[src/hw/rtl/dru_pkg.sv]
// ----------------------------------------------------------------------------
// dru_pkg: shared definitions for the dead-reckoning update
// Field widths, configuration register indexes, CORDIC constants and the
// arctangent table in 2^-32 turn units.
// ----------------------------------------------------------------------------
package dru_pkg;

  localparam int DIST_W  = 16;
  localparam int ANGLE_W = 16;
  localparam int POS_W   = 32;
  localparam int TRIG_W  = 16;

  localparam int CFG_IDX_W  = 1;
  localparam int CFG_DATA_W = 32;

  localparam logic [CFG_IDX_W-1:0] REG_START_X = 1'b0;
  localparam logic [CFG_IDX_W-1:0] REG_START_Y = 1'b1;

  // CORDIC datapath: Q2.30 vector, angle in 2^-32 turn, with headroom
  localparam int CORDIC_W       = 34;
  localparam int ATAN_ENTRIES   = 24;
  localparam int ATAN_IDX_W     = 5;
  localparam int CORDIC_STEPS_D = 16;

  localparam logic signed [CORDIC_W-1:0] INV_GAIN = 34'sd652032874;
  localparam logic signed [CORDIC_W-1:0] ROUND_HALF = 34'sd16384;

  function automatic logic [31:0] atan_entry(input logic [ATAN_IDX_W-1:0] i);
    logic [31:0] v;
    case (i)
      5'd0:    v = 32'h2000_0000;
      5'd1:    v = 32'h12E4_051E;
      5'd2:    v = 32'h09FB_385B;
      5'd3:    v = 32'h0511_11D4;
      5'd4:    v = 32'h028B_0D43;
      5'd5:    v = 32'h0145_D7E1;
      5'd6:    v = 32'h00A2_F61E;
      5'd7:    v = 32'h0051_7C55;
      5'd8:    v = 32'h0028_BE53;
      5'd9:    v = 32'h0014_5F2F;
      5'd10:   v = 32'h000A_2F98;
      5'd11:   v = 32'h0005_17CC;
      5'd12:   v = 32'h0002_8BE6;
      5'd13:   v = 32'h0001_45F3;
      5'd14:   v = 32'h0000_A2F9;
      5'd15:   v = 32'h0000_517D;
      5'd16:   v = 32'h0000_28BE;
      5'd17:   v = 32'h0000_145F;
      5'd18:   v = 32'h0000_0A30;
      5'd19:   v = 32'h0000_0518;
      5'd20:   v = 32'h0000_028C;
      5'd21:   v = 32'h0000_0146;
      5'd22:   v = 32'h0000_00A3;
      5'd23:   v = 32'h0000_0051;
      default: v = 32'h0000_0000;
    endcase
    return v;
  endfunction

endpackage

[src/hw/rtl/dru_cordic.sv]
// ----------------------------------------------------------------------------
// dru_cordic: iterative CORDIC rotation
// Folds the angle into a quarter turn each side of zero, runs one
// micro-rotation per cycle through a shared shift/add unit and rounds
// cosine and sine to Q1.15 with saturation.
// ----------------------------------------------------------------------------
module dru_cordic
  import dru_pkg::*;
#(
  parameter int CORDIC_STEPS = CORDIC_STEPS_D
) (
  input  logic                     clk,
  input  logic                     rst,
  input  logic                     start,
  input  logic [ANGLE_W-1:0]       angle,
  output logic                     done,
  output logic signed [TRIG_W-1:0] cos_out,
  output logic signed [TRIG_W-1:0] sin_out
);

  localparam int STEPS  = (CORDIC_STEPS > ATAN_ENTRIES) ? ATAN_ENTRIES : CORDIC_STEPS;
  localparam int STEP_W = (STEPS > 1) ? $clog2(STEPS) : 1;
  localparam logic [STEP_W-1:0] LAST_STEP = STEP_W'(STEPS - 1);

  typedef enum logic [1:0] {
    ST_IDLE,
    ST_ROT,
    ST_ROUND
  } state_t;

  state_t state;

  logic signed [CORDIC_W-1:0] x;
  logic signed [CORDIC_W-1:0] y;
  logic signed [CORDIC_W-1:0] z;
  logic                       neg;
  logic [STEP_W-1:0]          idx;

  logic signed [ANGLE_W:0]    a_ext;
  logic signed [ANGLE_W:0]    a_fold;
  logic                       fold;
  logic signed [CORDIC_W-1:0] sx;
  logic signed [CORDIC_W-1:0] sy;
  logic signed [CORDIC_W-1:0] at;
  logic signed [CORDIC_W-1:0] xf;
  logic signed [CORDIC_W-1:0] yf;
  logic signed [CORDIC_W-1:0] xr;
  logic signed [CORDIC_W-1:0] yr;

  function automatic logic signed [TRIG_W-1:0] sat_trig(input logic signed [CORDIC_W-1:0] v);
    logic signed [CORDIC_W-1:0] hi;
    logic signed [CORDIC_W-1:0] lo;
    hi = CORDIC_W'(32767);
    lo = -CORDIC_W'(32768);
    if (v > hi) begin
      return 16'sh7FFF;
    end else if (v < lo) begin
      return 16'sh8000;
    end
    return v[TRIG_W-1:0];
  endfunction

  // Fold angles beyond a quarter turn by half a turn and flip the result
  always_comb begin
    a_ext = {angle[ANGLE_W-1], angle};
    fold  = (a_ext > 17'sd16384) || (a_ext < -17'sd16384);
    if (!fold) begin
      a_fold = a_ext;
    end else if (a_ext > 17'sd0) begin
      a_fold = a_ext - 17'sd32768;
    end else begin
      a_fold = a_ext + 17'sd32768;
    end
  end

  always_comb begin
    sx = x >>> idx;
    sy = y >>> idx;
    at = $signed({2'b00, atan_entry(ATAN_IDX_W'(idx))});
    xf = neg ? -x : x;
    yf = neg ? -y : y;
    xr = (xf + ROUND_HALF) >>> 15;
    yr = (yf + ROUND_HALF) >>> 15;
  end

  always_ff @(posedge clk) begin
    if (rst) begin
      state <= ST_IDLE;
      done  <= 1'b0;
    end else begin
      done <= 1'b0;
      case (state)
        ST_IDLE: begin
          if (start) begin
            x     <= INV_GAIN;
            y     <= '0;
            z     <= {a_fold[ANGLE_W], a_fold, 16'b0};
            neg   <= fold;
            idx   <= '0;
            state <= ST_ROT;
          end
        end
        ST_ROT: begin
          if (!z[CORDIC_W-1]) begin
            x <= x - sy;
            y <= y + sx;
            z <= z - at;
          end else begin
            x <= x + sy;
            y <= y - sx;
            z <= z + at;
          end
          if (idx == LAST_STEP) begin
            state <= ST_ROUND;
          end else begin
            idx <= idx + 1'b1;
          end
        end
        ST_ROUND: begin
          cos_out <= sat_trig(xr);
          sin_out <= sat_trig(yr);
          done    <= 1'b1;
          state   <= ST_IDLE;
        end
        default: state <= ST_IDLE;
      endcase
    end
  end

endmodule

[src/hw/rtl/dru_posacc.sv]
// ----------------------------------------------------------------------------
// dru_posacc: position accumulator
// Holds the x and y position. One shared 16x16 multiplier forms
// distance*cos and then distance*sin; each product is rounded to Q24.8
// and added to its coordinate with saturation.
// ----------------------------------------------------------------------------
module dru_posacc
  import dru_pkg::*;
(
  input  logic                     clk,
  input  logic                     rst,
  input  logic                     cfg_we,
  input  logic [CFG_IDX_W-1:0]     cfg_addr,
  input  logic [CFG_DATA_W-1:0]    cfg_data,
  input  logic                     start,
  input  logic signed [DIST_W-1:0] travel_dist,
  input  logic signed [TRIG_W-1:0] cos_in,
  input  logic signed [TRIG_W-1:0] sin_in,
  output logic                     done,
  output logic signed [POS_W-1:0]  pos_x,
  output logic signed [POS_W-1:0]  pos_y
);

  localparam int PROD_W = DIST_W + TRIG_W;
  localparam int SUM_W  = POS_W + 2;

  typedef enum logic [2:0] {
    ST_IDLE,
    ST_MUL_X,
    ST_ADD_X,
    ST_MUL_Y,
    ST_ADD_Y
  } state_t;

  state_t state;

  logic signed [TRIG_W-1:0]  cos_r;
  logic signed [TRIG_W-1:0]  sin_r;
  logic signed [TRIG_W-1:0]  trig_sel;
  logic signed [PROD_W-1:0]  prod;
  logic signed [PROD_W:0]    prod_rnd;
  logic signed [SUM_W-1:0]   pos_sel;
  logic signed [SUM_W-1:0]   sum;
  logic signed [POS_W-1:0]   sum_sat;

  always_comb begin
    trig_sel = (state == ST_MUL_X) ? cos_r : sin_r;
    prod_rnd = ($signed({prod[PROD_W-1], prod}) + (PROD_W+1)'(16384)) >>> 15;
    pos_sel  = (state == ST_ADD_X) ? SUM_W'(pos_x) : SUM_W'(pos_y);
    sum      = pos_sel + SUM_W'(prod_rnd);
    if (sum > SUM_W'(32'sh7FFF_FFFF)) begin
      sum_sat = 32'sh7FFF_FFFF;
    end else if (sum < SUM_W'(32'sh8000_0000)) begin
      sum_sat = 32'sh8000_0000;
    end else begin
      sum_sat = sum[POS_W-1:0];
    end
  end

  always_ff @(posedge clk) begin
    if (rst) begin
      state <= ST_IDLE;
      done  <= 1'b0;
      pos_x <= '0;
      pos_y <= '0;
    end else begin
      done <= 1'b0;
      case (state)
        ST_IDLE: begin
          // load a start position straight into the coordinate
          if (cfg_we && cfg_addr == REG_START_X) begin
            pos_x <= $signed(cfg_data);
          end
          if (cfg_we && cfg_addr == REG_START_Y) begin
            pos_y <= $signed(cfg_data);
          end
          if (start) begin
            cos_r <= cos_in;
            sin_r <= sin_in;
            state <= ST_MUL_X;
          end
        end
        ST_MUL_X: begin
          prod  <= PROD_W'(travel_dist) * PROD_W'(trig_sel);
          state <= ST_ADD_X;
        end
        ST_ADD_X: begin
          pos_x <= sum_sat;
          state <= ST_MUL_Y;
        end
        ST_MUL_Y: begin
          prod  <= PROD_W'(travel_dist) * PROD_W'(trig_sel);
          state <= ST_ADD_Y;
        end
        ST_ADD_Y: begin
          pos_y <= sum_sat;
          done  <= 1'b1;
          state <= ST_IDLE;
        end
        default: state <= ST_IDLE;
      endcase
    end
  end

endmodule

[src/hw/rtl/dead_reckoning_update_top.sv]
// ----------------------------------------------------------------------------
// dead_reckoning_update_top: midpoint-heading odometry update
// Takes one odometry step per input word and returns the updated position
// and the heading after the step.
//
// Usage:
//   s_* channel carries steps: travel distance (Q8.8 m), heading before the
//   step and turn (binary angles, 65536 per turn). m_* channel returns the
//   new x and y (Q24.8 m, saturated) and the heading after the full turn.
//   cfg_we/cfg_addr/cfg_data load a start position (index 0 x, 1 y) straight
//   into the position; write only while no step is in flight.
//   A step runs the CORDIC micro-rotations, one per cycle, then a rounding
//   step, then two multiply/add passes through the one multiplier.
//   s_tready is low for the whole step, until its result moves into the
//   output register, so a new step is not accepted while one is in flight.
//   The result sits in an output register, so the next step is accepted while
//   it waits; if m_tready stays low the following result holds internally
//   until the register is free.
//   Reset clears the position to zero and empties the output register.
// ----------------------------------------------------------------------------
module dead_reckoning_update_top
  import dru_pkg::*;
#(
  parameter int CORDIC_STEPS = CORDIC_STEPS_D
) (
  input  logic                  clk,
  input  logic                  rst,
  input  logic                  s_tvalid,
  output logic                  s_tready,
  input  logic [47:0]           s_tdata,   // travel_dist, heading_before, turn_angle
  output logic                  m_tvalid,
  input  logic                  m_tready,
  output logic [79:0]           m_tdata,   // pos_x_out, pos_y_out, heading_after
  input  logic                  cfg_we,
  input  logic [CFG_IDX_W-1:0]  cfg_addr,
  input  logic [CFG_DATA_W-1:0] cfg_data
);

  typedef enum logic [1:0] {
    ST_IDLE,
    ST_TRIG,
    ST_ACC,
    ST_OUT
  } state_t;

  state_t state;

  logic                     s_fire;
  logic [ANGLE_W-1:0]       heading_in;
  logic [ANGLE_W-1:0]       turn_in;
  logic [ANGLE_W-1:0]       mid_angle;
  logic signed [DIST_W-1:0] travel_dist;
  logic [ANGLE_W-1:0]       heading_after;
  logic                     trig_done;
  logic signed [TRIG_W-1:0] cos_v;
  logic signed [TRIG_W-1:0] sin_v;
  logic                     acc_start;
  logic                     acc_done;
  logic signed [POS_W-1:0]  pos_x;
  logic signed [POS_W-1:0]  pos_y;
  logic                     out_free;

  assign s_tready   = (state == ST_IDLE);
  assign s_fire     = s_tvalid && s_tready;
  assign heading_in = s_tdata[31:16];
  assign turn_in    = s_tdata[47:32];
  // half turn rounds towards minus infinity
  assign mid_angle  = heading_in + {turn_in[ANGLE_W-1], turn_in[ANGLE_W-1:1]};
  assign acc_start  = (state == ST_TRIG) && trig_done;
  assign out_free   = !m_tvalid || m_tready;

  dru_cordic #(
    .CORDIC_STEPS (CORDIC_STEPS)
  ) u_cordic (
    .clk     (clk),
    .rst     (rst),
    .start   (s_fire),
    .angle   (mid_angle),
    .done    (trig_done),
    .cos_out (cos_v),
    .sin_out (sin_v)
  );

  dru_posacc u_posacc (
    .clk         (clk),
    .rst         (rst),
    .cfg_we      (cfg_we),
    .cfg_addr    (cfg_addr),
    .cfg_data    (cfg_data),
    .start       (acc_start),
    .travel_dist (travel_dist),
    .cos_in      (cos_v),
    .sin_in      (sin_v),
    .done        (acc_done),
    .pos_x       (pos_x),
    .pos_y       (pos_y)
  );

  always_ff @(posedge clk) begin
    if (rst) begin
      state    <= ST_IDLE;
      m_tvalid <= 1'b0;
    end else begin
      // drop the word once taken, unless a new one replaces it this cycle
      if (m_tready && state != ST_OUT) begin
        m_tvalid <= 1'b0;
      end
      case (state)
        ST_IDLE: begin
          if (s_fire) begin
            travel_dist   <= $signed(s_tdata[15:0]);
            heading_after <= heading_in + turn_in;
            state         <= ST_TRIG;
          end
        end
        ST_TRIG: begin
          if (trig_done) begin
            state <= ST_ACC;
          end
        end
        ST_ACC: begin
          if (acc_done) begin
            state <= ST_OUT;
          end
        end
        ST_OUT: begin
          // hold the word until the output register is free
          if (out_free) begin
            m_tdata  <= {heading_after, pos_y, pos_x};
            m_tvalid <= 1'b1;
            state    <= ST_IDLE;
          end
        end
        default: state <= ST_IDLE;
      endcase
    end
  end

endmodule

[config.mk]
export PLATFORM = sky130hd
export DESIGN_NAME = dead_reckoning_update_top
export DESIGN_NICKNAME = d
export VERILOG_FILES = /design/src/hw/rtl/dru_pkg.sv /design/src/hw/rtl/dru_cordic.sv /design/src/hw/rtl/dru_posacc.sv /design/src/hw/rtl/dead_reckoning_update_top.sv
export SDC_FILE = /design/constraint.sdc
export NUM_CORES = 2
export LEC_CHECK = 0
export BUFFER_PORTS_ARGS = -buffer_cell sky130_fd_sc_hd__buf_2
export CORE_ASPECT_RATIO = 1.4
export CORE_MARGIN = 3
export CORE_UTILIZATION = 39
export CTS_BUF_LIST = sky130_fd_sc_hd__clkbuf_4 sky130_fd_sc_hd__clkbuf_8 sky130_fd_sc_hd__clkbuf_16
export DETAILED_ROUTE_END_ITERATION = 7
export HOLD_SLACK_MARGIN = 0.08
export PLACE_DENSITY = 0.57
export SYNTH_ARGS = -nofsm -noshare
export SYNTH_HDL_FRONTEND = slang
export SYNTH_HIERARCHICAL = 1
export SYNTH_SLANG_ARGS = --single-unit
[constraint.sdc]
create_clock -name clk -period 25.9 [get_ports clk]
set_input_delay 2.59 -clock clk [delete_from_list [all_inputs] [get_ports clk]]
set_output_delay 2.59 -clock clk [all_outputs]
set_load 0.1 [all_outputs]
==> impl_metrics.tcl <==
set metrics [dict create \
    outcome "completed" \
    maximum_root_to_sink_buffer_count 3 \
    post_route_cells_drive_above_1_share_pct 11.1 \
    grt_antenna_before_repair 14 \
    crit_path_start "u_posacc/state[1]" \
    final_routed_wirelength_across_all_metal_layers_um 117000 \
    drt_drc_violations_left 0 \
    synth_top_flop_cell "sky130_fd_sc_hd__edfxtp_1" \
    chipWidth_um 283 \
    grt_use_total_pct 20.8 \
    synth-adder-area-share_pct 20.5 \
    initial_core_util_pct 39.5 \
    postSynthNetCount 5145 \
    synth-simple-area-share_pct 16.9 \
    final.period_utilization_pct 29.6 \
    synth_cells 4534 \
    worst-r2r-setup-slack_ps 18230 \
    fp.coreArea_um2 106000 \
    chipHeight_um 394 \
    area_growth_syn_to_layout_pct 8.82 \
    post_synth_mux_area_share_pct 7.31 \
    number_of_nets_at_the_end_of_the_flow 5180 \
    cp-end-kind "flop" \
    pwr-share-comb_pct 70.7 \
    critical_path.reg2reg.endpoint "u_posacc/prod[25]" \
    routedWlPerCell_um 19.3 \
    hold_path.class "flop to flop" \
    worst_r2r_startpoint "u_posacc/state[1]" \
    crit_fanout 16 \
    largest_net_degree_at_the_start_of_global_routing 77 \
    topRoutingLayerUsed "met4" \
    clk-insertion-delay-late_ps 640 \
    postSynth.asyncResetShare_pct 0 \
    grt_first_pass_wirelength_um 185000 \
    largest_family_of_logic_cells_by_synthesized_area "adder cells" \
    port_buffers 167 \
    met3_length_um 4190 \
    cts_hold_buffers 0 \
    yosysWarnings 6 \
    synth.top_cells.by_area "sky130_fd_sc_hd__edfxtp_1, sky130_fd_sc_hd__fa_1, sky130_fd_sc_hd__ha_1, sky130_fd_sc_hd__dfxtp_1, sky130_fd_sc_hd__nand2_1" \
    final.setup.tns_ps 0 \
    worst_clock_skew_ps 50.9 \
    detailedRoute.firstIterationViolations 1894 \
    cts-htree-levels 2 \
    report.final.setup_viol 0 \
    power.sequential.fraction_pct 18.1 \
    detailroute.via_count 33700 \
    dr_wl_met2_um 64100 \
    netlist.top_cell.by_area "sky130_fd_sc_hd__edfxtp_1" \
    detailed_place_hpwl_um 89400 \
    powerDensity_nw_per_um2 139 \
    timing.final.hold_violations 0 \
    ys_types 121 \
    irDropWorstVdd_uv 194 \
    floorplan.die_area_um2 111000 \
    power.total_w 0.00631 \
    globalRouteOverflowTotal 0 \
    clock_power_share_pct 11.3 \
    crit_end "u_posacc/prod[25]" \
    floorplan.io_pins 168 \
    clock_sink_count 405 \
    synth_compound_gate_area_share_pct 16.4 \
    syn-mean-instance-area_um2 9.23 \
    switchingPower_w 0.00305 \
    number_of_enable_type_register_cells_in_the_synthesized_netlist 301 \
    switching_fraction_of_total_power_pct 48.3 \
    internal_power_w 0.00326 \
    arrival_time_at_the_worst_endpoint_ps 8040 \
    post-route-min-period_ps 7670 \
    root_buffer "sky130_fd_sc_hd__clkbuf_16" \
    synth_area_um2 41800 \
    endpoint_required_time_on_the_critical_path_ps 26270 \
    cts.reportedPaths.clkPinSlew_ps 60 \
    first_pass_drt_iterations 5 \
    first_global_vias 34200 \
    path_class "flop to flop" \
    post_synth_xor_area_fraction_pct 6.17 \
    clock_tree_from_tritoncts "done" \
    post-cts-setup-buffers 0 \
    finalWeightedCongestion 0.951 \
    cts_inserted_buffers 48 \
    report.final.slew_viol_count 0 \
    ys_ff_latch 405 \
    slew_headroom_pct 27.7 \
    synth_top_area_share_pct 21.6 \
    floorplan.rows 141 \
    total_leakage_power_nw 18.8 \
    cts-resized-gates 0 \
    synth_sequential_area_ratio_pct 26.6 \
    detail_route.vias_per_cell 5.57 \
    fillCellCount 10400 \
    final_ant_viol_nets 0 \
    worstMarginPinSlew_ps 1080 \
    wl_met1_um 44200 \
    timing.fmax_mhz 130 \
    rsz0062_at_grt "false" \
    r2r_cells 21 \
    setup.worst_path.start_class "flop" \
    maxCapViolations 0 \
]
sequential cells by signal (all words and copies together), names as in the netlist, 4 cells and up:
signal,count
u_posacc/pos_y,32
m_tdata,80
u_posacc/prod,18
u_posacc/pos_x,32
u_cordic/idx,4
heading_after,16
u_cordic/y,34
u_posacc/cos_r,16
u_cordic/z,34
u_posacc/sin_r,16
u_cordic/sin_out,16
u_cordic/x,34
travel_dist,16
u_cordic/at,30
u_cordic/cos_out,16
cells in the mapped netlist (13+ instances only):
library cell,instances
sky130_fd_sc_hd__buf_2,34
sky130_fd_sc_hd__a211oi_1,38
sky130_fd_sc_hd__edfxtp_1,301
sky130_fd_sc_hd__and2_1,103
sky130_fd_sc_hd__fa_1,267
sky130_fd_sc_hd__nor3_1,86
sky130_fd_sc_hd__o21ai_0,182
sky130_fd_sc_hd__dfxtp_1,104
sky130_fd_sc_hd__inv_1,402
sky130_fd_sc_hd__o21ai_1,22
sky130_fd_sc_hd__nor3b_1,20
sky130_fd_sc_hd__nand4_1,42
sky130_fd_sc_hd__or2_2,15
sky130_fd_sc_hd__mux4_2,58
sky130_fd_sc_hd__a21o_1,71
sky130_fd_sc_hd__clkbuf_1,157
sky130_fd_sc_hd__a21boi_0,16
sky130_fd_sc_hd__o21a_1,44
sky130_fd_sc_hd__nand2b_1,46
sky130_fd_sc_hd__xor2_1,124
sky130_fd_sc_hd__and3_1,34
sky130_fd_sc_hd__nand3_1,85
sky130_fd_sc_hd__buf_6,19
sky130_fd_sc_hd__nor2b_1,84
sky130_fd_sc_hd__o21bai_1,23
sky130_fd_sc_hd__nor4_1,31
sky130_fd_sc_hd__o21ai_2,13
sky130_fd_sc_hd__ha_1,258
sky130_fd_sc_hd__a31oi_1,35
sky130_fd_sc_hd__o211ai_1,34
sky130_fd_sc_hd__xnor2_1,169
sky130_fd_sc_hd__mux2i_1,115
sky130_fd_sc_hd__or3_1,23
sky130_fd_sc_hd__mux2_2,44
sky130_fd_sc_hd__o31ai_1,25
sky130_fd_sc_hd__buf_1,16
sky130_fd_sc_hd__o22ai_1,21
sky130_fd_sc_hd__nor2_1,295
sky130_fd_sc_hd__o31a_1,14
sky130_fd_sc_hd__a221oi_1,63
sky130_fd_sc_hd__a21oi_1,269
sky130_fd_sc_hd__nand2_1,505
worst max-delay path: stages, from the launching register on:
cell	delay, ps
sky130_fd_sc_hd__dfxtp_1	420
sky130_fd_sc_hd__nor3b_4	850
sky130_fd_sc_hd__mux2_2	560
sky130_fd_sc_hd__nand2_1	140
sky130_fd_sc_hd__fa_1	520
sky130_fd_sc_hd__fa_1	580
sky130_fd_sc_hd__fa_1	450
sky130_fd_sc_hd__fa_1	540
sky130_fd_sc_hd__inv_1	50
sky130_fd_sc_hd__fa_1	490
sky130_fd_sc_hd__fa_1	410
sky130_fd_sc_hd__ha_1	300
sky130_fd_sc_hd__nand2_1	80
sky130_fd_sc_hd__nor4_1	290
sky130_fd_sc_hd__nand4b_1	150
sky130_fd_sc_hd__and3_1	220
sky130_fd_sc_hd__o31a_1	390
sky130_fd_sc_hd__o21a_1	280
sky130_fd_sc_hd__a2111oi_4	330
sky130_fd_sc_hd__o21a_1	170
sky130_fd_sc_hd__nor2_1	50
sky130_fd_sc_hd__xnor2_1	120
layout make-up:
class,instances,area [um^2],area share [%]
Clock buffer,52,1230,2.70
Sequential cell,405,11100,24.4
Inverter,403,1510,3.32
Timing Repair Buffer,217,1210,2.66
Antenna cell,4,10.0,0.0220
Tap cell,1430,1790,3.93
Clock inverter,38,448,0.984
Multi-Input combinational cell,3494,28200,62.0
power by group through the flow:
stage | sequential [W] | clock [W] | combinational [W]
6_report | 0.00114 | 0.000712 | 0.00446
5_1_grt | 0.00115 | 0.000759 | 0.00508
4_1_cts | 0.00114 | 0.000735 | 0.00450
3_5_place_dp | 0.00115 | 0 | 0.00448
3_3_place_gp | 0.00115 | 0 | 0.00444
2_1_floorplan | 0.00108 | 0 | 0.00358
worst min path at each step:
stage | start | endpoint | depth (start not counted)
2_1_floorplan | heading_after[0] | m_tdata[64] | 0
3_3_place_gp | heading_after[0] | m_tdata[64] | 0
3_5_place_dp | heading_after[4] | m_tdata[68] | 0
4_1_cts | u_cordic/cos_out[10] | u_posacc/cos_r[10] | 0
5_1_grt | u_cordic/cos_out[9] | u_posacc/cos_r[9] | 0
6_report | u_cordic/cos_out[9] | u_posacc/cos_r[9] | 0
routing by layer:
metal / vias up / track usage [%]
met3: 235 / 1.99
met2: 742 / 40.3
met1: 16500 / 23.1
met4: 0 / 7.54
met5: - / 0
li1: 16200 / -
metrics by stage:
step           worst slack (ps)  cell area [um^2]  cells  hold slack [ps]  util (%)
2_1_floorplan             13190             41800   4534              400         -
3_3_place_gp              18270             43900   5949              401      41.4
3_5_place_dp              18170             43900   5949              405      41.4
4_1_cts                   18170             45500   6039              418      42.9
5_1_grt                   17760             45500   6043              416      43.0
6_report                  18230             45500   6043              416      43.0
cells by family after synthesis:
group | Yosys count
AND/OR/NAND/NOR | 1439
AO/OA/AOI/OAI | 1013
buffers and inverters | 635
adder cells (fa/ha/maj) | 525
flip-flops | 405
XOR/XNOR | 294
multiplexers | 223
cell usage in the layout, fill, tap and decap left out, types with 15 or more instances in the layout:
master and instances:
sky130_fd_sc_hd__nand2_1 504, sky130_fd_sc_hd__inv_1 402, sky130_fd_sc_hd__edfxtp_1 301, sky130_fd_sc_hd__nor2_1 293
sky130_fd_sc_hd__a21oi_1 269, sky130_fd_sc_hd__fa_1 267, sky130_fd_sc_hd__ha_1 258, sky130_fd_sc_hd__o21ai_0 182
sky130_fd_sc_hd__xnor2_1 169, sky130_fd_sc_hd__buf_2 167, sky130_fd_sc_hd__xor2_1 124, sky130_fd_sc_hd__mux2i_1 114
sky130_fd_sc_hd__dfxtp_1 104, sky130_fd_sc_hd__and2_1 103, sky130_fd_sc_hd__nand3_1 85, sky130_fd_sc_hd__nor3_1 85
sky130_fd_sc_hd__nor2b_1 82, sky130_fd_sc_hd__a21o_1 71, sky130_fd_sc_hd__a221oi_1 63, sky130_fd_sc_hd__mux4_2 58
sky130_fd_sc_hd__buf_4 50, sky130_fd_sc_hd__clkbuf_16 48, sky130_fd_sc_hd__nand2b_1 45, sky130_fd_sc_hd__o21a_1 44
sky130_fd_sc_hd__mux2_2 44, sky130_fd_sc_hd__nand4_1 42, sky130_fd_sc_hd__a211oi_1 38, sky130_fd_sc_hd__a31oi_1 35
sky130_fd_sc_hd__o211ai_1 34, sky130_fd_sc_hd__and3_1 34, sky130_fd_sc_hd__nor4_1 31, sky130_fd_sc_hd__o31ai_1 25
sky130_fd_sc_hd__or3_1 23, sky130_fd_sc_hd__o21bai_1 23, sky130_fd_sc_hd__o21ai_1 22, sky130_fd_sc_hd__o22ai_1 21
sky130_fd_sc_hd__nor3b_1 17, sky130_fd_sc_hd__a21boi_0 16, sky130_fd_sc_hd__or2_2 15
No activity file was read; power rests on OpenSTA's default activity.
